## config.mk

```make
export PLATFORM = sky130hd
export DESIGN_NAME = ws2812_front
export DESIGN_NICKNAME = d
export VERILOG_FILES = /design/src/hw/rtl/ws2812_pkg.sv /design/src/hw/rtl/ws2812_front.sv
export SDC_FILE = /design/constraint.sdc
export NUM_CORES = 1
export LEC_CHECK = 0
export BUFFER_PORTS_ARGS = -buffer_cell sky130_fd_sc_hd__buf_2
export CORE_UTILIZATION = 43
export CTS_BUF_LIST = sky130_fd_sc_hd__clkbuf_4
export DETAILED_ROUTE_END_ITERATION = 7
export HOLD_SLACK_MARGIN = 0.05
export PLACE_DENSITY = 0.77
export SYNTH_ARGS = -nofsm -noshare
export SYNTH_HDL_FRONTEND = slang
export SYNTH_SLANG_ARGS = --single-unit
```

## constraint.sdc

```tcl
create_clock -name clk -period 2.4 [get_ports clk]
set_input_delay 0.48 -clock clk [delete_from_list [all_inputs] [get_ports clk]]
set_output_delay 0.48 -clock clk [all_outputs]
set_load 0.05 [all_outputs]
```

## src/hw/rtl/ws2812_pkg.sv

```systemverilog
package ws2812_pkg;

    // Pixel store size and frame geometry.
    localparam int MAX_LEDS     = 256;
    localparam int BITS_PER_LED = 24;
    localparam int PIX_AW       = $clog2(MAX_LEDS);
    localparam int LED_CW       = 9;
    localparam int BIT_CW       = 5;
    localparam int TICK_CW      = 10;

    // Configuration port geometry and register indexes.
    localparam int CFG_IW = 3;
    localparam int CFG_DW = 10;
    localparam logic [CFG_IW-1:0] CFG_LED_COUNT  = 3'd0;
    localparam logic [CFG_IW-1:0] CFG_ZERO_HIGH  = 3'd1;
    localparam logic [CFG_IW-1:0] CFG_ZERO_LOW   = 3'd2;
    localparam logic [CFG_IW-1:0] CFG_ONE_HIGH   = 3'd3;
    localparam logic [CFG_IW-1:0] CFG_ONE_LOW    = 3'd4;
    localparam logic [CFG_IW-1:0] CFG_LATCH      = 3'd5;

    // Command opcodes.
    localparam logic [2:0] OP_TICK    = 3'd0;
    localparam logic [2:0] OP_SET_ONE = 3'd1;
    localparam logic [2:0] OP_SET_ALL = 3'd2;
    localparam logic [2:0] OP_ON      = 3'd3;
    localparam logic [2:0] OP_OFF     = 3'd4;
    localparam logic [2:0] OP_TOGGLE  = 3'd5;
    localparam logic [2:0] OP_REFRESH = 3'd6;
    localparam logic [2:0] OP_UNUSED  = 3'd7;

    // Result status codes.
    localparam logic [1:0] STAT_OK    = 2'd0;
    localparam logic [1:0] STAT_RANGE = 2'd1;
    localparam logic [1:0] STAT_BUSY  = 2'd2;

    // Colour codes.
    localparam logic [2:0] COL_OFF     = 3'd0;
    localparam logic [2:0] COL_RED     = 3'd1;
    localparam logic [2:0] COL_GREEN   = 3'd2;
    localparam logic [2:0] COL_BLUE    = 3'd3;
    localparam logic [2:0] COL_YELLOW  = 3'd4;
    localparam logic [2:0] COL_CYAN    = 3'd5;
    localparam logic [2:0] COL_MAGENTA = 3'd6;
    localparam logic [2:0] COL_WHITE   = 3'd7;

    typedef logic [BITS_PER_LED-1:0] grb_t;

    typedef struct packed {
        logic [2:0] opcode;
        logic [7:0] led_index;
        logic [2:0] colour_code;
        logic [7:0] brightness;
    } in_item_t;

    typedef struct packed {
        logic       line_level;
        logic       busy_res;
        logic [1:0] status;
    } out_item_t;

    // Classified command as it travels from the front end to the sequencer.
    typedef struct packed {
        logic [2:0] opcode;
        logic [7:0] led_index;
        grb_t       grb;
    } cmd_t;

    // Builds the GRB word for a colour code; lit channels take the brightness.
    function automatic grb_t grb_word(logic [2:0] code, logic [7:0] lvl);
        logic [7:0] r;
        logic [7:0] g;
        logic [7:0] b;
        r = '0;
        g = '0;
        b = '0;
        unique case (code)
            COL_RED:     r = lvl;
            COL_GREEN:   g = lvl;
            COL_BLUE:    b = lvl;
            COL_YELLOW:
            begin
                r = lvl;
                g = lvl;
            end
            COL_CYAN:
            begin
                g = lvl;
                b = lvl;
            end
            COL_MAGENTA:
            begin
                r = lvl;
                b = lvl;
            end
            COL_WHITE:
            begin
                r = lvl;
                g = lvl;
                b = lvl;
            end
            default: ;
        endcase
        return {g, r, b};
    endfunction

endpackage

```

## src/hw/rtl/ws2812_front.sv

```systemverilog
module ws2812_front
    import ws2812_pkg::*;
(
    input  logic     clk,
    input  logic     rst_n,
    input  logic     in_valid,
    output logic     in_stall,
    input  in_item_t in_item,
    output logic     push,
    output cmd_t     push_cmd,
    input  logic     q_full
);

    logic hold_valid_reg;
    logic hold_valid_next;
    cmd_t hold_cmd_reg;
    logic take;

    // The holding register drains into the queue whenever it has room.
    assign push     = hold_valid_reg && !q_full;
    assign push_cmd = hold_cmd_reg;
    assign in_stall = hold_valid_reg && q_full;
    assign take     = in_valid && !in_stall;

    always_comb
    begin
        hold_valid_next = hold_valid_reg;
        if (take)
        begin
            hold_valid_next = 1'b1;
        end
        else if (push)
        begin
            hold_valid_next = 1'b0;
        end
    end

    always_ff @(posedge clk or negedge rst_n)
    begin
        if (!rst_n)
        begin
            hold_valid_reg <= 1'b0;
        end
        else
        begin
            hold_valid_reg <= hold_valid_next;
        end
    end

    // Each transfer is classified here: the colour is turned into its GRB word.
    always_ff @(posedge clk)
    begin
        if (take)
        begin
            hold_cmd_reg <= '{opcode:    in_item.opcode,
                              led_index: in_item.led_index,
                              grb:       grb_word(in_item.colour_code, in_item.brightness)};
        end
    end

endmodule

```

Word-level counts from Yosys, hierarchy flattened
Cells that the tools add are included.
{"block": "totals", "elab_cells": 24, "register_bits": 36, "out_inout_bits": 37}
{"block": "classes", "reduce_logical": 9, "eq_ne": 7, "mux": 2}
{"op": "$eq 3x3->1 const B", "count": 4}
{"op": "$reduce_or 4->1", "count": 3}
{"op": "$eq 3x2->1 const B", "count": 2}
{"op": "$eq 3x1->1 const B", "count": 1}
{"op": "$logic_and 1x1->1", "count": 3}
{"op": "$logic_not 1->1", "count": 2}
{"op": "$mux 1", "count": 2}
{"op": "$reduce_bool 2->1", "count": 1}

Longest topological paths before layout
{"block": "depth", "ltp_word": 4, "mapped_depth": 3, "ltp_nobuf": 2}

Worst setup path before layout
No wires, ideal clock.
{"block": "synth_timing", "kind": "input-to-reg", "from": "in q_full", "to": "reg hold_cmd_reg (netlist bit push_cmd[0]) (enable)", "required_ns": 1.969, "t_arrival_ns": 2.442, "path_stages": 2, "path_slack_ns": -0.473, "cell_sequence": "and2_1 nor2b_1"}
{"block": "synth_via", "elab_chain_len": 3}
{"item": "start, declared", "line_no": "ws2812_front.sv:11", "source": "input logic q_full"}
{"item": "$logic_and 1x1->1", "line_no": "ws2812_front.sv:22", "source": "assign in_stall = hold_valid_reg && q_full;"}
{"item": "$logic_not 1->1", "line_no": "ws2812_front.sv:23", "source": "assign take = in_valid && !in_stall;"}
{"item": "$logic_and 1x1->1", "line_no": "ws2812_front.sv:23"}
{"item": "end signal, assigned", "line_no": "ws2812_front.sv:55", "source": "hold_cmd_reg <= '{opcode: in_item.opcode,"}
{"item": "end, declared", "line_no": "ws2812_front.sv:16", "source": "cmd_t hold_cmd_reg;"}
Every way passes these cells.
A chain may end at the register's enable or synchronous reset.

Final worst setup path
{"block": "layout_timing", "from": "reg hold_valid_reg", "to": "out in_stall"}
{"block": "layout_via", "elab_chain_len": 1}
{"item": "start, declared", "line_no": "ws2812_front.sv:14", "source": "logic hold_valid_reg;"}
{"item": "start signal, assigned", "line_no": "ws2812_front.sv:46", "source": "hold_valid_reg <= hold_valid_next;"}
{"item": "$logic_and 1x1->1", "line_no": "ws2812_front.sv:22"}
{"item": "end, declared", "line_no": "ws2812_front.sv:7", "source": "output logic in_stall,"}
Every way passes these cells.

==> flow_metrics.py <==
metrics = {
    "critical_path": {
        "worstSetupPathType": "register to primary output",
        "critical_path_buf_inv_count": 1,
        "cp_cell_sequence": "and2_1, buf_2",
        "critPathRequiredTime_ps": 1920,
        "crit_path_max_fanout": 3,
        "ff2ff_path_depth": 3,
        "setup.worst_path.start_class": "register",
        "worstSetupPathDepth": 2,
        "cp.arrival_ps": 1180,
        "critPathSlowestCell": "dfrtp_1",
        "critPathMaxStageDelay_ps": 360,
        "cp_top_family": "flip-flops",
        "end_kind": "primary output",
    },
    "clock_network": {
        "cts.clk_slew.worst_paths_ps": 110,
        "numCtsBuffers": 5,
        "clk_path_buf_depth": 2,
        "cts_tree": "built",
        "clock-sinks": 36,
        "cts_root_buf": "clkbuf_4",
        "cts-resized-gates": 0,
        "cts_setup_buffers": 0,
        "worst_skew_pair.late_latency_ps": 330,
        "ctsHtreeMaxLevel": 2,
    },
    "grt": {
        "grt_pass1_vias": 911,
        "grtUsageTotal_pct": 16.0,
        "grt_pass1_wl_um": 4040,
        "overflow": 0,
        "grt_max_degree": 36,
        "antenna_found_initial": 0,
    },
    "sta": {
        "tightest_slew_ps": 515,
        "clock_skew_ps": 5.28,
        "relSlewSlack_pct": 65.6,
        "rsz0062_at_grt": "false",
        "maxSlewViolCount": 0,
        "tns_ps": 0,
        "fmax_mhz": 601,
        "setup_viol": 0,
        "period_needed_ps": 1660,
        "hold_viol": 0,
        "final.period_utilization_pct": 69.3,
    },
    "floorplanning": {
        "core_area_sq_um": 3100,
        "io_pins": 63,
        "rows": 20,
        "initial_core_util_pct": 46.2,
        "chipWidth_um": 59.8,
        "fp.dieH_um": 59.8,
        "fp.dieArea_sq_um": 3570,
    },
    "job": {
        "maxCapViolCount": 0,
    },
    "drt": {
        "vias": 940,
        "antenna_left": 0,
        "wl_per_cell_um": 13.2,
        "viasPerCell": 4.68,
        "drt_iter0_markers": 27,
        "firstDrtPassIters": 4,
        "drc": 0,
        "routed_wl_um": 2640,
    },
    "finish": {
        "syn_to_final_growth_pct": 30.4,
        "drive_gt1_share_pct": 47.8,
        "insertedDiodeCount": 0,
        "fillers": 282,
        "fin_area_sq_um": 1870,
        "nets": 182,
        "largest_reg_flops": 35,
    },
    "worst_hold_path": {
        "hp-class": "input port to register",
        "whs_path_depth": 1,
    },
    "power_and_ir_drop": {
        "power.density_nw_per_um2": 703,
        "ir_drop_mv": 0.365,
        "leakage_nw": 0.798,
    },
    "placed_design": {
        "gp_congestion": 0.702,
        "port_buffers": 62,
        "placed_area_sq_um": 1810,
        "hpwl_um": 1890,
    },
    "logic_synthesis": {
        "ys_ff_latch": 36,
        "yosysWarnings": 0,
        "postSynthAreaPerCell_sq_um": 16.7,
        "synth_cells": 86,
        "syn-cell-area_sq_um": 1440,
        "synth_nets": 112,
        "synthDistinctLibCells": 11,
        "yosysSeqAreaShare_pct": 75.0,
    },
    "run_status": {
        "status": "finished clean",
    },
}
==> where the power goes <==
group / total [mW] / switching [mW] / internal [mW]
combinational: 0.269 / 0.199 / 0.0693
sequential: 0.746 / 0.00899 / 0.737
clock: 0.301 / 0.193 / 0.107
==> area by class of cell <==
class / instances / area, sq um / area share, %
clock inverters: 3 / 13.8 / 0.735
repair buffers: 66 / 343 / 18.3
flip-flops and latches: 36 / 1080 / 57.5
clock buffers: 5 / 37.5 / 2.01
multi-input cells: 47 / 347 / 18.5
well taps: 44 / 55.1 / 2.94
==> metal layers <==
layer | global-route usage (%) | up-vias | wire, um
met4 | 4.98 | 0 | 29
met1 | 20.4 | 425 | 1210
li1 | - | 452 | -
met5 | 0 | - | 0
met3 | 6.28 | 5 | 275
met2 | 25.2 | 58 | 1130
==> stage by stage <==
| step | hold slack, ps | power, mW | std cells | setup WS [ps] | utilization [%] |
|---|---|---|---|---|---|
| 3_5_place_dp | 258 | 1.03 | 192 | 772 | 58.3 |
| 3_3_place_gp | 255 | 1.03 | 192 | 803 | 58.3 |
| 5_1_grt | 292 | 1.37 | 201 | 676 | 60.3 |
| 2_1_floorplan | 184 | 0.955 | 86 | 185 | - |
| 4_1_cts | 297 | 1.33 | 201 | 715 | 60.3 |
| 6_report | 314 | 1.32 | 201 | 737 | 60.3 |
==> cell usage in the layout (no fill, tap or decap) <==
master | Yosys | layout
dlygate4sd3_1 | 0 | 1
nand2b_1 | 8 | 8
nand2_1 | 8 | 8
maj3_2 | 1 | 1
edfxtp_1 | 35 | 35
clkinv_1 | 0 | 1
nor2b_4 | 0 | 1
and2_1 | 9 | 9
dfrtp_1 | 1 | 1
clkinv_2 | 0 | 2
nor2b_1 | 4 | 3
buf_2 | 1 | 62
or2_2 | 1 | 1
mux2i_1 | 16 | 16
buf_4 | 2 | 3
clkbuf_4 | 0 | 5
==> path summary, 6_finish.rpt <==
check                           slack, ps      startpoint              to
max in group asynchronous            1870           rst_n  hold_valid_reg
worst min register to register        720  hold_valid_reg  hold_valid_reg
min in group asynchronous             450           rst_n  hold_valid_reg
worst max-delay path                  740  hold_valid_reg        in_stall
worst min-delay path                  310     in_item[15]    push_cmd[28]
worst max register to register        980  hold_valid_reg    push_cmd[23]
==> Yosys cell counts, drive strengths merged <==
master  number  area, sq um
buf          3         20.0
nand2        8         30.0
maj3         1         11.3
edfxtp      35         1050
nor2b        4         25.0
nand2b       8         50.1
and2         9         56.3
mux2i       16          160
or2          1         6.26
dfrtp        1         25.0
==> cells by family after synthesis <==
| logic type | count (synthesis) | synth area share, % |
|---|---|---|
| simple gates | 30 | 11.7 |
| flops | 36 | 75.0 |
| buf+inv | 3 | 1.39 |
| mux | 16 | 11.2 |
| fa+ha+maj | 1 | 0.785 |
==> repair_timing <==
item                                    CTS  global route
hold buffers                              1             0
endpoints found under the setup margin    0             0
endpoints found under the hold margin     1             0
Power figures use the tool's default switching activity.
