==> config.mk <==
export PLATFORM = sky130hd
export DESIGN_NAME = ws2812_queue
export DESIGN_NICKNAME = d
export VERILOG_FILES = /design/src/hw/rtl/ws2812_pkg.sv /design/src/hw/rtl/ws2812_queue.sv
export SDC_FILE = /design/constraint.sdc
export NUM_CORES = 1
export LEC_CHECK = 0
export ABC_AREA = 1
export ABC_CLOCK_PERIOD_IN_PS = 2070
export BUFFER_PORTS_ARGS = -buffer_cell sky130_fd_sc_hd__buf_2
export CAP_MARGIN = 20
export CORE_AREA = 5 5 109 111
export DETAILED_ROUTE_END_ITERATION = 10
export DIE_AREA = 0 0 114 116
export PLACE_DENSITY = 0.8
export SLEW_MARGIN = 0
export SYNTH_ARGS = -nofsm -noshare
export SYNTH_HDL_FRONTEND = slang
export SYNTH_SLANG_ARGS = --single-unit
export TNS_END_PERCENT = 1
==> constraint.sdc <==
create_clock -name clk -period 2.07 [get_ports clk]
set_input_delay 0.3105 -clock clk [delete_from_list [all_inputs] [get_ports clk]]
set_output_delay 0.3105 -clock clk [all_outputs]
set_load 0.01 [all_outputs]
==> src/hw/rtl/ws2812_pkg.sv <==
package ws2812_pkg;

    // Pixel store size and frame geometry.
    localparam int MAX_LEDS     = 256;
    localparam int BITS_PER_LED = 24;
    localparam int PIX_AW       = $clog2(MAX_LEDS);
    localparam int LED_CW       = 9;
    localparam int BIT_CW       = 5;
    localparam int TICK_CW      = 10;

    // Configuration port geometry and register indexes.
    localparam int CFG_IW = 3;
    localparam int CFG_DW = 10;
    localparam logic [CFG_IW-1:0] CFG_LED_COUNT  = 3'd0;
    localparam logic [CFG_IW-1:0] CFG_ZERO_HIGH  = 3'd1;
    localparam logic [CFG_IW-1:0] CFG_ZERO_LOW   = 3'd2;
    localparam logic [CFG_IW-1:0] CFG_ONE_HIGH   = 3'd3;
    localparam logic [CFG_IW-1:0] CFG_ONE_LOW    = 3'd4;
    localparam logic [CFG_IW-1:0] CFG_LATCH      = 3'd5;

    // Command opcodes.
    localparam logic [2:0] OP_TICK    = 3'd0;
    localparam logic [2:0] OP_SET_ONE = 3'd1;
    localparam logic [2:0] OP_SET_ALL = 3'd2;
    localparam logic [2:0] OP_ON      = 3'd3;
    localparam logic [2:0] OP_OFF     = 3'd4;
    localparam logic [2:0] OP_TOGGLE  = 3'd5;
    localparam logic [2:0] OP_REFRESH = 3'd6;
    localparam logic [2:0] OP_UNUSED  = 3'd7;

    // Result status codes.
    localparam logic [1:0] STAT_OK    = 2'd0;
    localparam logic [1:0] STAT_RANGE = 2'd1;
    localparam logic [1:0] STAT_BUSY  = 2'd2;

    // Colour codes.
    localparam logic [2:0] COL_OFF     = 3'd0;
    localparam logic [2:0] COL_RED     = 3'd1;
    localparam logic [2:0] COL_GREEN   = 3'd2;
    localparam logic [2:0] COL_BLUE    = 3'd3;
    localparam logic [2:0] COL_YELLOW  = 3'd4;
    localparam logic [2:0] COL_CYAN    = 3'd5;
    localparam logic [2:0] COL_MAGENTA = 3'd6;
    localparam logic [2:0] COL_WHITE   = 3'd7;

    typedef logic [BITS_PER_LED-1:0] grb_t;

    typedef struct packed {
        logic [2:0] opcode;
        logic [7:0] led_index;
        logic [2:0] colour_code;
        logic [7:0] brightness;
    } in_item_t;

    typedef struct packed {
        logic       line_level;
        logic       busy_res;
        logic [1:0] status;
    } out_item_t;

    // Classified command as it travels from the front end to the sequencer.
    typedef struct packed {
        logic [2:0] opcode;
        logic [7:0] led_index;
        grb_t       grb;
    } cmd_t;

    // Builds the GRB word for a colour code; lit channels take the brightness.
    function automatic grb_t grb_word(logic [2:0] code, logic [7:0] lvl);
        logic [7:0] r;
        logic [7:0] g;
        logic [7:0] b;
        r = '0;
        g = '0;
        b = '0;
        unique case (code)
            COL_RED:     r = lvl;
            COL_GREEN:   g = lvl;
            COL_BLUE:    b = lvl;
            COL_YELLOW:
            begin
                r = lvl;
                g = lvl;
            end
            COL_CYAN:
            begin
                g = lvl;
                b = lvl;
            end
            COL_MAGENTA:
            begin
                r = lvl;
                b = lvl;
            end
            COL_WHITE:
            begin
                r = lvl;
                g = lvl;
                b = lvl;
            end
            default: ;
        endcase
        return {g, r, b};
    endfunction

endpackage

==> src/hw/rtl/ws2812_queue.sv <==
module ws2812_queue
    import ws2812_pkg::*;
#(
    parameter int DEPTH = 4
)
(
    input  logic clk,
    input  logic rst_n,
    input  logic push,
    input  cmd_t push_cmd,
    output logic full,
    input  logic pop,
    output logic empty,
    output cmd_t head
);

    localparam int AW = (DEPTH > 1) ? $clog2(DEPTH) : 1;
    localparam int CW = $clog2(DEPTH + 1);

    cmd_t          slot_reg [DEPTH];
    logic [AW-1:0] wr_ptr_reg;
    logic [AW-1:0] wr_ptr_next;
    logic [AW-1:0] rd_ptr_reg;
    logic [AW-1:0] rd_ptr_next;
    logic [CW-1:0] count_reg;
    logic [CW-1:0] count_next;

    assign full  = (count_reg == CW'(DEPTH));
    assign empty = (count_reg == '0);
    assign head  = slot_reg[rd_ptr_reg];

    // Pointers wrap at the queue depth; the count follows pushes and pops.
    always_comb
    begin
        wr_ptr_next = wr_ptr_reg;
        rd_ptr_next = rd_ptr_reg;
        count_next  = count_reg;
        if (push)
        begin
            wr_ptr_next = (wr_ptr_reg == AW'(DEPTH - 1)) ? '0 : wr_ptr_reg + AW'(1);
        end
        if (pop)
        begin
            rd_ptr_next = (rd_ptr_reg == AW'(DEPTH - 1)) ? '0 : rd_ptr_reg + AW'(1);
        end
        if (push && !pop)
        begin
            count_next = count_reg + CW'(1);
        end
        else if (pop && !push)
        begin
            count_next = count_reg - CW'(1);
        end
    end

    always_ff @(posedge clk or negedge rst_n)
    begin
        if (!rst_n)
        begin
            wr_ptr_reg <= '0;
            rd_ptr_reg <= '0;
            count_reg  <= '0;
        end
        else
        begin
            wr_ptr_reg <= wr_ptr_next;
            rd_ptr_reg <= rd_ptr_next;
            count_reg  <= count_next;
        end
    end

    always_ff @(posedge clk)
    begin
        if (push)
        begin
            slot_reg[wr_ptr_reg] <= push_cmd;
        end
    end

endmodule

* Word level (Yosys, flattened, before mapping) *
Memories as Yosys holds them, arrays and structs flattened.
Index checks and enable logic that the tools add are counted.

word-level totals
  register bits after elaboration = 7
  RAM bits = 140
  output and inout bits = 37
  logic and storage cells = 23
  memories = 1

cells by class
  add/subtract/negate cells = 4
  equal/unequal tests = 3
  multiplexer cells = 6
  reductions and logical operators = 6

memories
  memory    depth  bits a word  read ports  clocked after memory_dff  wr ports  RTL line            source
  slot_reg  4      35           1           0                         1         ws2812_queue.sv:20  cmd_t slot_reg [DEPTH];

operators with widths
  kind                                                                 count
  3-bit 2-to-1 mux                                                     2
  2-bit by 1-bit adder with 2-bit output (second input constant)       2
  2-bit == test (second input constant)                                2
  2-bit 2-to-1 mux                                                     2
  3-bit by 1-bit adder with 3-bit output (second input constant)       1
  3-bit == test (second input constant)                                1
  3-bit logical NOT                                                    1
  3-bit by 1-bit subtractor with 3-bit output (second input constant)  1
  1-bit logical AND                                                    2
  1-bit logical NOT                                                    2
  1-bit 2-to-1 mux                                                     2
  2-bit nonzero test                                                   1

* Depth between registers and ports, before layout *
Gate-level depths: netlist (run 1).

  depth in word-level cells = 4
  depth in mapped cells = 9

* Worst setup path after synthesis (run 1) *
OpenSTA, ideal clock, no wires.

  kind = flip-flop to flip-flop
  start point = register wr_ptr_reg[0]
  end point = memory slot_reg[0][0] (netlist name), enable pin
  arrival = 1.351 ns
  required time = 1.680 ns
  path slack = 0.329 ns
  cell stages (with the launch flop) = 5
  buffers on the path = 0
  period minus slack after synthesis = 1.741 ns
  cells stage by stage = dfrtp_1 > inv_1 > ha_1 > nand2_1 > inv_1

RTL lines
  what                    RTL line            source
  start, declared         ws2812_queue.sv:21  logic [AW-1:0] wr_ptr_reg;
  start signal, assigned  ws2812_queue.sv:66  wr_ptr_reg <= wr_ptr_next;
  end, declared           ws2812_queue.sv:20

Straight into the memory's write port.

==> key figures, run 1 <==
Die
  – Top-level I/O count: 76
  – Placeable Area: 10,700 um^2
  – Die W: 114 um
  – FP Rows: 38
  – Die footprint: 13,200 um^2
  – Starting Density: 56.2%
  – Die Y-Extent: 116 um

Logic synthesis
  – Seq/Total Area, Yosys: 72.9%
  – Syn Inst Count: 460
  – Synthesized area per cell: 13.1 um^2
  – Synth Register Bits: 147
  – Main synth FF type: edfxtp_1
  – Syn nets: 506
  – Post-Syn Area: 6010 um^2
  – Post-synthesis cell type count: 20
  – Post-synth EDFFs: 140
  – Asr flop ratio synth: 4.76%
  – Ys Warns: 0

STA
  – Final cycle utilization of the critical path: 98.2%
  – Slew Limit Fails: 0
  – Max Freq: 492 MHz
  – Tightest Pin Transition: 0.658 ns
  – Unrepaired setup endpoints after global routing: true
  – Final Hold Vio Count: 0
  – Minimum clock period: 2.03 ns
  – Worst hold slack: 0.0216 ns
  – Setup violators final: 0
  – Slew HR: 55.8%
  – Final Skew: 0.00556 ns
  – Setup TNS: 0 ns
  – Final WS setup: 0.0382 ns

CTS
  – Sink Count: 147
  – Clock latency at the later pin of the worst-skew pair: 0.52 ns
  – Max clock buf depth: 2
  – Reg clk slew, reported paths: 0.06 ns
  – CTS tree: built
  – CTS Root Cell: clkbuf_8
  – H-Tree Depth: 4
  – Inserted Clock Buffers: 17

Finish
  – Util after Layout: 71.1%
  – Layout Cells excl Fill: 731
  – Max reg flops: 140
  – Post-route design area: 7600 um^2
  – Area Overhead vs Synth: 26.5%
  – ANT cells: 0
  – Nets@finish: 624
  – Layout cells sized above 1: 22.5%

Power and ir drop
  – Pwr Total: 10.5 mW
  – Leak pwr: 3.16 nW
  – Peak supply drop: 0.000786 V
  – P per Cell Area: 1380 nW/um^2

Status
  – Status: finished, final reports clean

Drt
  – Drt total wl: 12,700 um
  – 1st-pass router iterations: 4
  – Vias per std cell: 5.39
  – Initial DRC count: 180
  – DR DRC count: 0
  – Total number of vias: 3,940
  – Post-DRT Antenna Nets: 0
  – Wirelength per Cell: 17.3 um

Setup path
  – Max incr delay on CP: 0.49 ns
  – Cell mode on critical path: nand2_1
  – Crit path max fanout: 19
  – WP buf/inv: 3
  – CP endpoint kind: output pin
  – Critical path, cell by cell: inv_16 > buf_16 > nand2_1 > o211ai_1 > nand2_1 > buf_2
  – Startpoint types: register
  – Crit-path leading delay family: flip-flops
  – WS Path Type: reg -> out
  – Worst path arrival time: 1.72 ns
  – CP required: 1.76 ns
  – Slowest cell on the critical path: dfrtp_2

Hold path
  – Min-delay worst type: in -> reg

Global routing
  – Remaining Overflow, GRT: 0
  – Antenna violations before repair: 0
  – Vias in the first global route: 3,755
  – Pin count of the biggest net entering global routing: 39
  – Total track usage: 19.3%
  – First-pass GRT wire length: 18,900 um

Placed design
  – GP Congestion: 0.734
  – Placed cells: 663
  – IO buf count: 75
  – Placed Area: 6550 um^2
  – Post-Place Setup Slack: 0.215 ns
  – Post-DP HPWL: 6720 um

Job
  – Max Cap Violations: 0
==> cell type report <==
| type | instances | area [um^2] |
|---|---|---|
| fill | 673 | 3090 |
| multi-input combinational | 208 | 1140 |
| timing repair buffer | 120 | 968 |
| timing repair inverter | 1 | 11.3 |
| clock buffer | 17 | 414 |
| tap | 140 | 175 |
| sequential | 147 | 4380 |
| inverter | 83 | 335 |
| clock inverter | 15 | 178 |
==> logic make-up after synthesis <==
kind of cell | count (synthesis) | share of synthesized area [%]
simple gates | 126 | 7.97
fa+ha+maj | 7 | 1.58
compound gates | 74 | 9.24
flops | 147 | 72.9
buf+inv | 105 | 8.18
xor+xnor | 1 | 0.146
==> power breakdown <==
group | switching (mW) | internal (mW) | total [mW]
Sequential | 0.205 | 3.83 | 4.03
Combinational | 2.07 | 1.35 | 3.42
Clock | 1.20 | 1.85 | 3.05
==> cells in the mapped netlist (2+ instances only) <==
cell type  instances  share of area, %
o211ai_1          68               8.5
edfxtp_1         140                70
buf_4              2              0.25
o211ai_2           2              0.42
ha_1               6               1.2
nor3_1             2              0.17
buf_2             10              0.83
inv_1             81               5.1
buf_6             10               1.9
o21ai_1            2              0.17
o21ai_0            2              0.17
nand2_1          121               7.6
dfrtp_1            7               2.9
==> final timing paths <==
path	from	endpoint	slack (ns)	cells after the start
setup / recovery	rd_ptr_reg[0]	head[18]	0.04	6
setup reg to reg	wr_ptr_reg[0]	slot_reg[3][29]	0.22	4
min in group asynchronous	rst_n	count_reg[1]	0.16	2
hold / removal	push_cmd[5]	slot_reg[1][5]	0.02	1
max in group asynchronous	rst_n	rd_ptr_reg[1]	1.73	2
hold reg to reg	count_reg[2]	count_reg[2]	0.56	2
==> placed cells by master (no fill, tap or decap) <==
master and n:
inv_6 5, clkinv_2 4, clkinv_1 4, buf_6 4, dfrtp_1 5, clkinvlp_4 2
nor2_1 1, buf_16 3, nor3_1 2, o21ai_1 2, edfxtp_1 140, dfrtp_2 2
clkbuf_8 1, inv_16 1, buf_4 4, inv_8 2, buf_12 6, clkinv_4 1
nand4_1 1, dlygate4sd3_1 27, nand2_2 1, nand3_1 1, o211ai_2 2, fa_1 1
o211ai_1 68, clkbuf_16 18, buf_2 74, nand2_1 120, o21ai_0 2, inv_1 77
xnor2_1 1, bufinv_16 3, ha_1 6
==> repair_timing <==
item	in CTS	in global routing
pin swaps	0	5
hold endpoints to repair	51	54
endpoints found under the setup margin	35	34
hold buffers	12	15
setup buffers	1	3
gates cloned	2	3
resized for setup	11	9
==> layer usage <==
metal / vias up / GRT usage (%) / part of all wire, %
met4: 0 / 8.47 / 2.2
met1: 1901 / 21.5 / 37
met3: 24 / 5.22 / 6.9
met2: 180 / 34.7 / 54
li1: 1835 / - / -
met5: - / 0 / 0
No activity file was read; power rests on OpenSTA's default activity.
==> run 2: changes to the inputs <==
- ABC_AREA: 1 -> unset
- CORE_AREA: 5 5 109 111 -> 5 5 105 107
- DIE_AREA: 0 0 114 116 -> 0 0 110 112
- HOLD_SLACK_MARGIN: unset -> 0.02
- SLEW_MARGIN: 0 -> unset
==> key figures, run 2 <==
Logic synthesis
  – Synth Register Bits: 147 (unchanged)
  – Post-synthesis cell type count: 19 (was 20)
  – Synth top area share: 76.1% (was 70.0%)
  – Ys Warns: 0 (unchanged)
  – Most numerous cell in the Yosys netlist: edfxtp_1 (unchanged)
  – Asr flop ratio synth: 4.76% (unchanged)
  – Synth area leaders: edfxtp_1, mux4_2, mux4_1 (was edfxtp_1, o211ai_1, nand2_1)
  – Synthesized area per cell: 25.1 um^2 (was 13.1 um^2)
  – Main synth FF type: edfxtp_1 (unchanged)
  – Post-Syn Area: 5520 um^2 (was 6010 um^2)
  – Post-synth EDFFs: 140 (unchanged)
  – Seq/Total Area, Yosys: 79.3% (was 72.9%)
  – Syn Inst Count: 220 (was 460)
  – Most frequent cells after synthesis: edfxtp_1, mux4_2, dfrtp_1, mux4_1, ha_1 (was edfxtp_1, nand2_1, inv_1)
  – Syn nets: 266 (was 506)
  – Top cell type by total area after synthesis: edfxtp_1 (unchanged)

STA
  – Slew HR: 71.8% (was 55.8%)
  – Unrepaired setup endpoints after global routing: true (unchanged)
  – Slew Limit Fails: 0 (unchanged)
  – Final WS setup: -0.0810 ns (was 0.0382 ns)
  – Final Skew: 0.00448 ns (was 0.00556 ns)
  – Final Hold Vio Count: 0 (unchanged)
  – Max Freq: 465 MHz (was 492 MHz)
  – Tightest Pin Transition: 0.424 ns (was 0.658 ns)
  – Worst hold slack: 0.0949 ns (was 0.0216 ns)
  – Minimum clock period: 2.15 ns (was 2.03 ns)
  – Setup violators final: 35 (was 0)
  – Final cycle utilization of the critical path: 104% (was 98.2%)

Global routing
  – Antenna violations before repair: 0 (unchanged)
  – First-pass GRT wire length: 15,900 um (was 18,900 um)
  – Remaining Overflow, GRT: 0 (unchanged)
  – Vias in the first global route: 2,968 (was 3,755)
  – Total track usage: 17.8% (was 19.3%)
  – Pin count of the biggest net entering global routing: 36 (was 39)

Setup path
  – Max incr delay on CP: 0.55 ns (was 0.49 ns)
  – Slowest cell on the critical path: mux4_2 (was dfrtp_2)
  – Critical path, cell by cell: buf_12 > mux4_2 > buf_6 (was inv_16 > buf_16 > nand2_1 > o211ai_1 > nand2_1 > buf_2)
  – WP buf/inv: 2 (was 3)
  – Crit path max fanout: 13 (was 19)
  – Worst path arrival time: 1.84 ns (was 1.72 ns)
  – Register-to-register setup slack: 0.41 ns (was 0.22 ns)
  – CP endpoint kind: output pin (unchanged)
  – Startpoint types: register (unchanged)
  – CP required: 1.76 ns (about the same)
  – WS Path Type: reg -> out (unchanged)
  – Crit-path leading delay family: multiplexers (was flip-flops)

CTS
  – Inserted Clock Buffers: 17 (unchanged)
  – Sink Count: 147 (unchanged)
  – Max clock buf depth: 2 (unchanged)
  – Reg clk slew, reported paths: 0.06 ns (about the same)
  – CTS Root Cell: clkbuf_8 (unchanged)
  – CTS tree: built (unchanged)
  – Clock latency at the later pin of the worst-skew pair: 0.51 ns (was 0.52 ns)
  – H-Tree Depth: 4 (unchanged)

Power and ir drop
  – Peak supply drop: 0.000732 V (was 0.000786 V)
  – Pwr Total: 10.1 mW (was 10.5 mW)
  – P per Cell Area: 1390 nW/um^2 (was 1380 nW/um^2)
  – Leak pwr: 2.58 nW (was 3.16 nW)

Drt
  – Met3 WL: 440 um (was 868 um)
  – Drt total wl: 9850 um (was 12,700 um)
  – Met2 WL: 5080 um (was 6800 um)
  – Metal1 wirelength: 4220 um (was 4720 um)
  – Post-DRT Antenna Nets: 0 (unchanged)
  – Wirelength per Cell: 19.6 um (was 17.3 um)
  – 1st-pass router iterations: 4 (unchanged)
  – Max layer used: met4 (unchanged)
  – Total number of vias: 2,687 (was 3,940)
  – DR DRC count: 0 (unchanged)
  – Vias per std cell: 5.35 (was 5.39)
  – Initial DRC count: 164 (was 180)

Status
  – Failing checks: setup timing
  – Status: complete, but fails checks (was finished, final reports clean)

Finish
  – Multi-input gate area: 1010 um^2 (was 1140 um^2)
  – Most common cell after layout, fill and taps aside: edfxtp_1 (unchanged)
  – Commonest cells after routing, fill and taps aside: edfxtp_1, buf_2, dlygate4sd3_1 (was edfxtp_1, nand2_1, inv_1)
  – Reg area: 4380 um^2 (unchanged)
  – Area Overhead vs Synth: 31.3% (was 26.5%)
  – Layout cells sized above 1: 43.2% (was 22.5%)
  – # fillers: 617 (was 673)
  – ANT cells: 0 (unchanged)
  – Nets@finish: 399 (was 624)
  – Max reg flops: 140 (unchanged)

Die
  – Starting Density: 55.0% (was 56.2%)
  – Die Y-Extent: 112 um (was 116 um)
  – Die footprint: 12,300 um^2 (was 13,200 um^2)
  – FP Rows: 37 (was 38)
  – Placeable Area: 10,000 um^2 (was 10,700 um^2)
  – Die W: 110 um (was 114 um)
  – Top-level I/O count: 76 (unchanged)

Job
  – Max Cap Violations: 0 (unchanged)

Hold path
  – Min-delay worst type: in -> reg (unchanged)

Placed design
  – IO buf count: 75 (unchanged)
  – Post-DP HPWL: 5850 um (was 6720 um)
  – GP Congestion: 0.712 (was 0.734)
==> run 2: changes by cell type after synthesis, moves of 6 or more <==
cell      delta
mux4_1       +7
nand2_1    -119
inv_1       -77
mux4_2      +28
o211ai_1    -68
buf_6        -9
buf_2        -6
==> run 2: cells by family (layout without fill, tap and decap cells) <==
| logic type | after synthesis | count (layout) | synth area share (%) |
|---|---|---|---|
| AOI/OAI and AO/OA | 2 | 2 | 0.181 |
| xor gates and xnor gates | 3 | 3 | 0.476 |
| adders and majority gates | 7 | 7 | 1.72 |
| buffers and inverters | 12 | 158 | 1.93 |
| DFF | 147 | 147 | 79.3 |
| muxes | 38 | 38 | 15.4 |
| and+or+nand+nor | 11 | 11 | 1.02 |
==> run 2: final cells by class <==
cell class                      count  share of cell area (%)
Clock buffer                       19                    5.82
Inverter                            4                   0.207
Clock inverter                     13                    1.83
Sequential cell                   147                    60.5
Timing Repair Buffer              122                    15.3
Multi-Input combinational cell     61                    14.0
Tap cell                          136                    2.35
==> run 2: worst paths after layout <==
kind / startpoint / to / cells past startpoint
min in group asynchronous: rst_n / count_reg[2] / 2
setup reg to reg: wr_ptr_reg[0] / slot_reg[0][18] / 4
setup / recovery: rd_ptr_reg[0] / head[0] / 3
hold reg to reg: count_reg[2] / count_reg[2] / 1
hold / removal: pop / rd_ptr_reg[0] / 2
max in group asynchronous: rst_n / rd_ptr_reg[0] / 2
==> run 2: stage by stage <==
stage,setup WS [ns],setup TNS [ns],util [%],cell area (um^2),std cells
after floorplan,0.194,0,-,5520,220
after global placement,0.374,0,61.2,6150,433
after detailed placement,0.342,0,61.2,6150,433
after CTS,-0.165,-3.72,71.5,7180,503
after global routing,-0.158,-4.09,72.2,7250,502
final,-0.0810,-1.41,72.2,7250,502
==> run 2: worst reg2reg max path, delay by kind of cell (launching register included) <==
family	cells	cell delay, ns
flops	1	0.41
simple gates	1	0.41
buf+inv	2	0.38
fa+ha+maj	1	0.17
==> run 2: what timing repair did <==
| action | 4_1_cts | 5_1_grt |
|---|---|---|
| resized for setup | 25 | 15 |
| endpoints found under the hold margin | 147 | 0 |
| hold buffers | 36 | 0 |
| cloned | 1 | 0 |
| setup endpoints to repair | 35 | 35 |
| buffers inserted | 1 | 0 |
==> run 2: power by group <==
group          internal (mW)  switching [mW]
sequential              3.83           0.216
combinational           1.81            1.40
clock                   1.71            1.12
==> run 2: metal layers <==
metal	track usage, %	up-vias
met4	6.65	0
met5	0	-
met1	23.9	1386
li1	-	1204
met2	27.9	87
met3	5.10	10
==> run 3: changes to the inputs <==
- CORE_AREA: 5 5 105 107 -> 5 5 100 112
- DIE_AREA: 0 0 110 112 -> 0 0 105 117
- MAX_ROUTING_LAYER: unset -> met4
==> key figures, run 3 (same netlist as run 2, synthesis figures left out) <==
Die
  – Die Y-Extent: 117 um (was 112 um)
  – Top-level I/O count: 76 (unchanged)
  – FP Rows: 39 (was 37)
  – Placeable Area: 10,100 um^2 (was 10,000 um^2)
  – Starting Density: 54.9% (was 55.0%)
  – Die footprint: 12,300 um^2 (about the same)
  – Die W: 105 um (was 110 um)

STA
  – Slew HR: 74.9% (was 71.8%)
  – Final Skew: 0.0142 ns (was 0.00448 ns)
  – Max Freq: 474 MHz (was 465 MHz)
  – Final WS setup: -0.0394 ns (was -0.0810 ns)
  – Unrepaired setup endpoints after global routing: true (unchanged)
  – Minimum clock period: 2.11 ns (was 2.15 ns)
  – Worst hold slack: 0.115 ns (was 0.0949 ns)
  – Final cycle utilization of the critical path: 102% (was 104%)
  – Setup violators final: 12 (was 35)
  – Tightest Pin Transition: 0.377 ns (was 0.424 ns)
  – Final Hold Vio Count: 0 (unchanged)
  – Slew Limit Fails: 0 (unchanged)

Placed design
  – IO buf count: 75 (unchanged)
  – Placed Area: 6080 um^2 (was 6150 um^2)
  – Post-DP HPWL: 5820 um (was 5850 um)
  – GP Congestion: 0.681 (was 0.712)

Global routing
  – Vias in the first global route: 2,768 (was 2,968)
  – First-pass GRT wire length: 15,100 um (was 15,900 um)
  – Remaining Overflow, GRT: 0 (unchanged)
  – Total track usage: 17.5% (was 17.8%)
  – Pin count of the biggest net entering global routing: 26 (was 36)
  – Antenna violations before repair: 1 (was 0)

Drt
  – Total number of vias: 2,551 (was 2,687)
  – Post-DRT Antenna Nets: 0 (unchanged)
  – Vias per std cell: 5.53 (was 5.35)
  – DR DRC count: 0 (unchanged)
  – Wirelength per Cell: 20.8 um (was 19.6 um)
  – Initial DRC count: 164 (unchanged)
  – 1st-pass router iterations: 4 (unchanged)
  – Drt total wl: 9610 um (was 9850 um)

Setup path
  – CP endpoint kind: output pin (unchanged)
  – Crit path max fanout: 7 (was 13)
  – Slowest cell on the critical path: mux4_2 (unchanged)
  – Crit-path leading delay family: multiplexers (unchanged)
  – Worst path arrival time: 1.80 ns (was 1.84 ns)
  – Critical path, cell by cell: buf_12 > buf_16 > mux4_2 > buf_6 (was buf_12 > mux4_2 > buf_6)
  – Register-to-register setup slack: 0.48 ns (was 0.41 ns)
  – FF-to-FF End: slot_reg[2][2] (was slot_reg[0][18])
  – WS Path Type: reg -> out (unchanged)
  – Max incr delay on CP: 0.53 ns (was 0.55 ns)
  – WP buf/inv: 3 (was 2)
  – RR Startpoint: wr_ptr_reg[0] (unchanged)
  – Startpoint types: register (unchanged)
  – CP required: 1.76 ns (about the same)
  – Worst reg-to-reg path cell count: 4 (unchanged)

Finish
  – Layout cells sized above 1: 47.8% (was 43.2%)
  – Most common cell after layout, fill and taps aside: edfxtp_1 (unchanged)
  – Area Overhead vs Synth: 25.5% (was 31.3%)
  – Post-route design area: 6930 um^2 (was 7250 um^2)
  – Commonest cells after routing, fill and taps aside: edfxtp_1, buf_2, mux4_2 (was edfxtp_1, buf_2, dlygate4sd3_1)
  – Nets@finish: 370 (was 399)
  – Max reg flops: 140 (unchanged)

CTS
  – CTS tree: built (unchanged)
  – CTS Root Cell: clkbuf_16 (was clkbuf_8)
  – Max clock buf depth: 2 (unchanged)
  – Sink Count: 147 (unchanged)
  – H-Tree Depth: 4 (unchanged)
  – Reg clk slew, reported paths: 0.05 ns (was 0.06 ns)
  – Clock latency at the later pin of the worst-skew pair: 0.41 ns (was 0.51 ns)
  – Inserted Clock Buffers: 17 (unchanged)

Hold path
  – Min-delay worst type: in -> reg (unchanged)
  – Worst Hold End: slot_reg[2][7] (was rd_ptr_reg[0])
  – Hold path cells: 1 (was 2)
  – Hold_sp: push_cmd[7] (was pop)

Status
  – Status: complete, but fails checks (unchanged)
  – Failing checks: setup timing (unchanged)

Power and ir drop
  – Leak pwr: 2.48 nW (was 2.58 nW)
  – P per Cell Area: 1460 nW/um^2 (was 1390 nW/um^2)
  – Peak supply drop: 0.000840 V (was 0.000732 V)

Job
  – Max Cap Violations: 0 (unchanged)
## run 3: area by class of cell
type / instances / area, um^2
inverters: 4 / 15.0
well taps: 123 / 154
fillers: 631 / 3120
diodes: 1 / 2.50
flip-flops and latches: 147 / 4380
multi-input cells: 61 / 1020
clock inverters: 5 / 50.0
clock buffers: 27 / 513
repair buffers: 93 / 793
## run 3: worst max-delay path by stage
| stage | start | endpoint | slack (ns) | depth (start not counted) |
|---|---|---|---|---|
| floorplan | wr_ptr_reg[0] | slot_reg[0][0] | 0.19 | 3 |
| global placement | rd_ptr_reg[0] | head[2] | 0.23 | 3 |
| detailed placement | rd_ptr_reg[0] | head[2] | 0.22 | 3 |
| CTS | rd_ptr_reg[0] | head[10] | -0.06 | 3 |
| global route | rd_ptr_reg[0] | head[20] | -0.10 | 4 |
| finish | rd_ptr_reg[0] | head[2] | -0.04 | 4 |
## run 3: per-stage QoR
step | std cells | utilization, % | total power [mW] | setup WS (ns) | TNS [ns]
floorplan | 220 | - | 5.78 | 0.194 | 0
global placement | 420 | 60.5 | 6.57 | 0.232 | 0
detailed placement | 420 | 60.5 | 6.64 | 0.217 | 0
CTS | 459 | 67.8 | 9.97 | -0.0600 | -1.19
global route | 461 | 69.0 | 10.6 | -0.103 | -2.14
finish | 461 | 69.0 | 10.1 | -0.0394 | -0.284
## run 3: what timing repair did
action / in CTS / in global routing
hold buffers: 1 / 0
endpoints found under the setup margin: 30 / 35
gates cloned: 2 / 0
resized for setup: 18 / 18
hold endpoints to repair: 7 / 0
pin swaps: 0 / 0
buffers inserted: 4 / 1
## run 3: per-layer routing
layer  global-route usage, %  part of all wire (%)  up-vias
li1                        -                     -     1139
met1                    21.1                    41     1335
met2                    27.8                    53       68
met3                    5.65                   4.8        9
met4                    7.16                   1.2        0
met5                       -                     0        -
## run 3: power by group
group	internal, mW	switching (mW)	leakage [nW]	total [mW]
combinational	1.84	1.45	0.833	3.30
clock	1.80	1.03	0.281	2.84
sequential	3.83	0.169	1.37	4.00
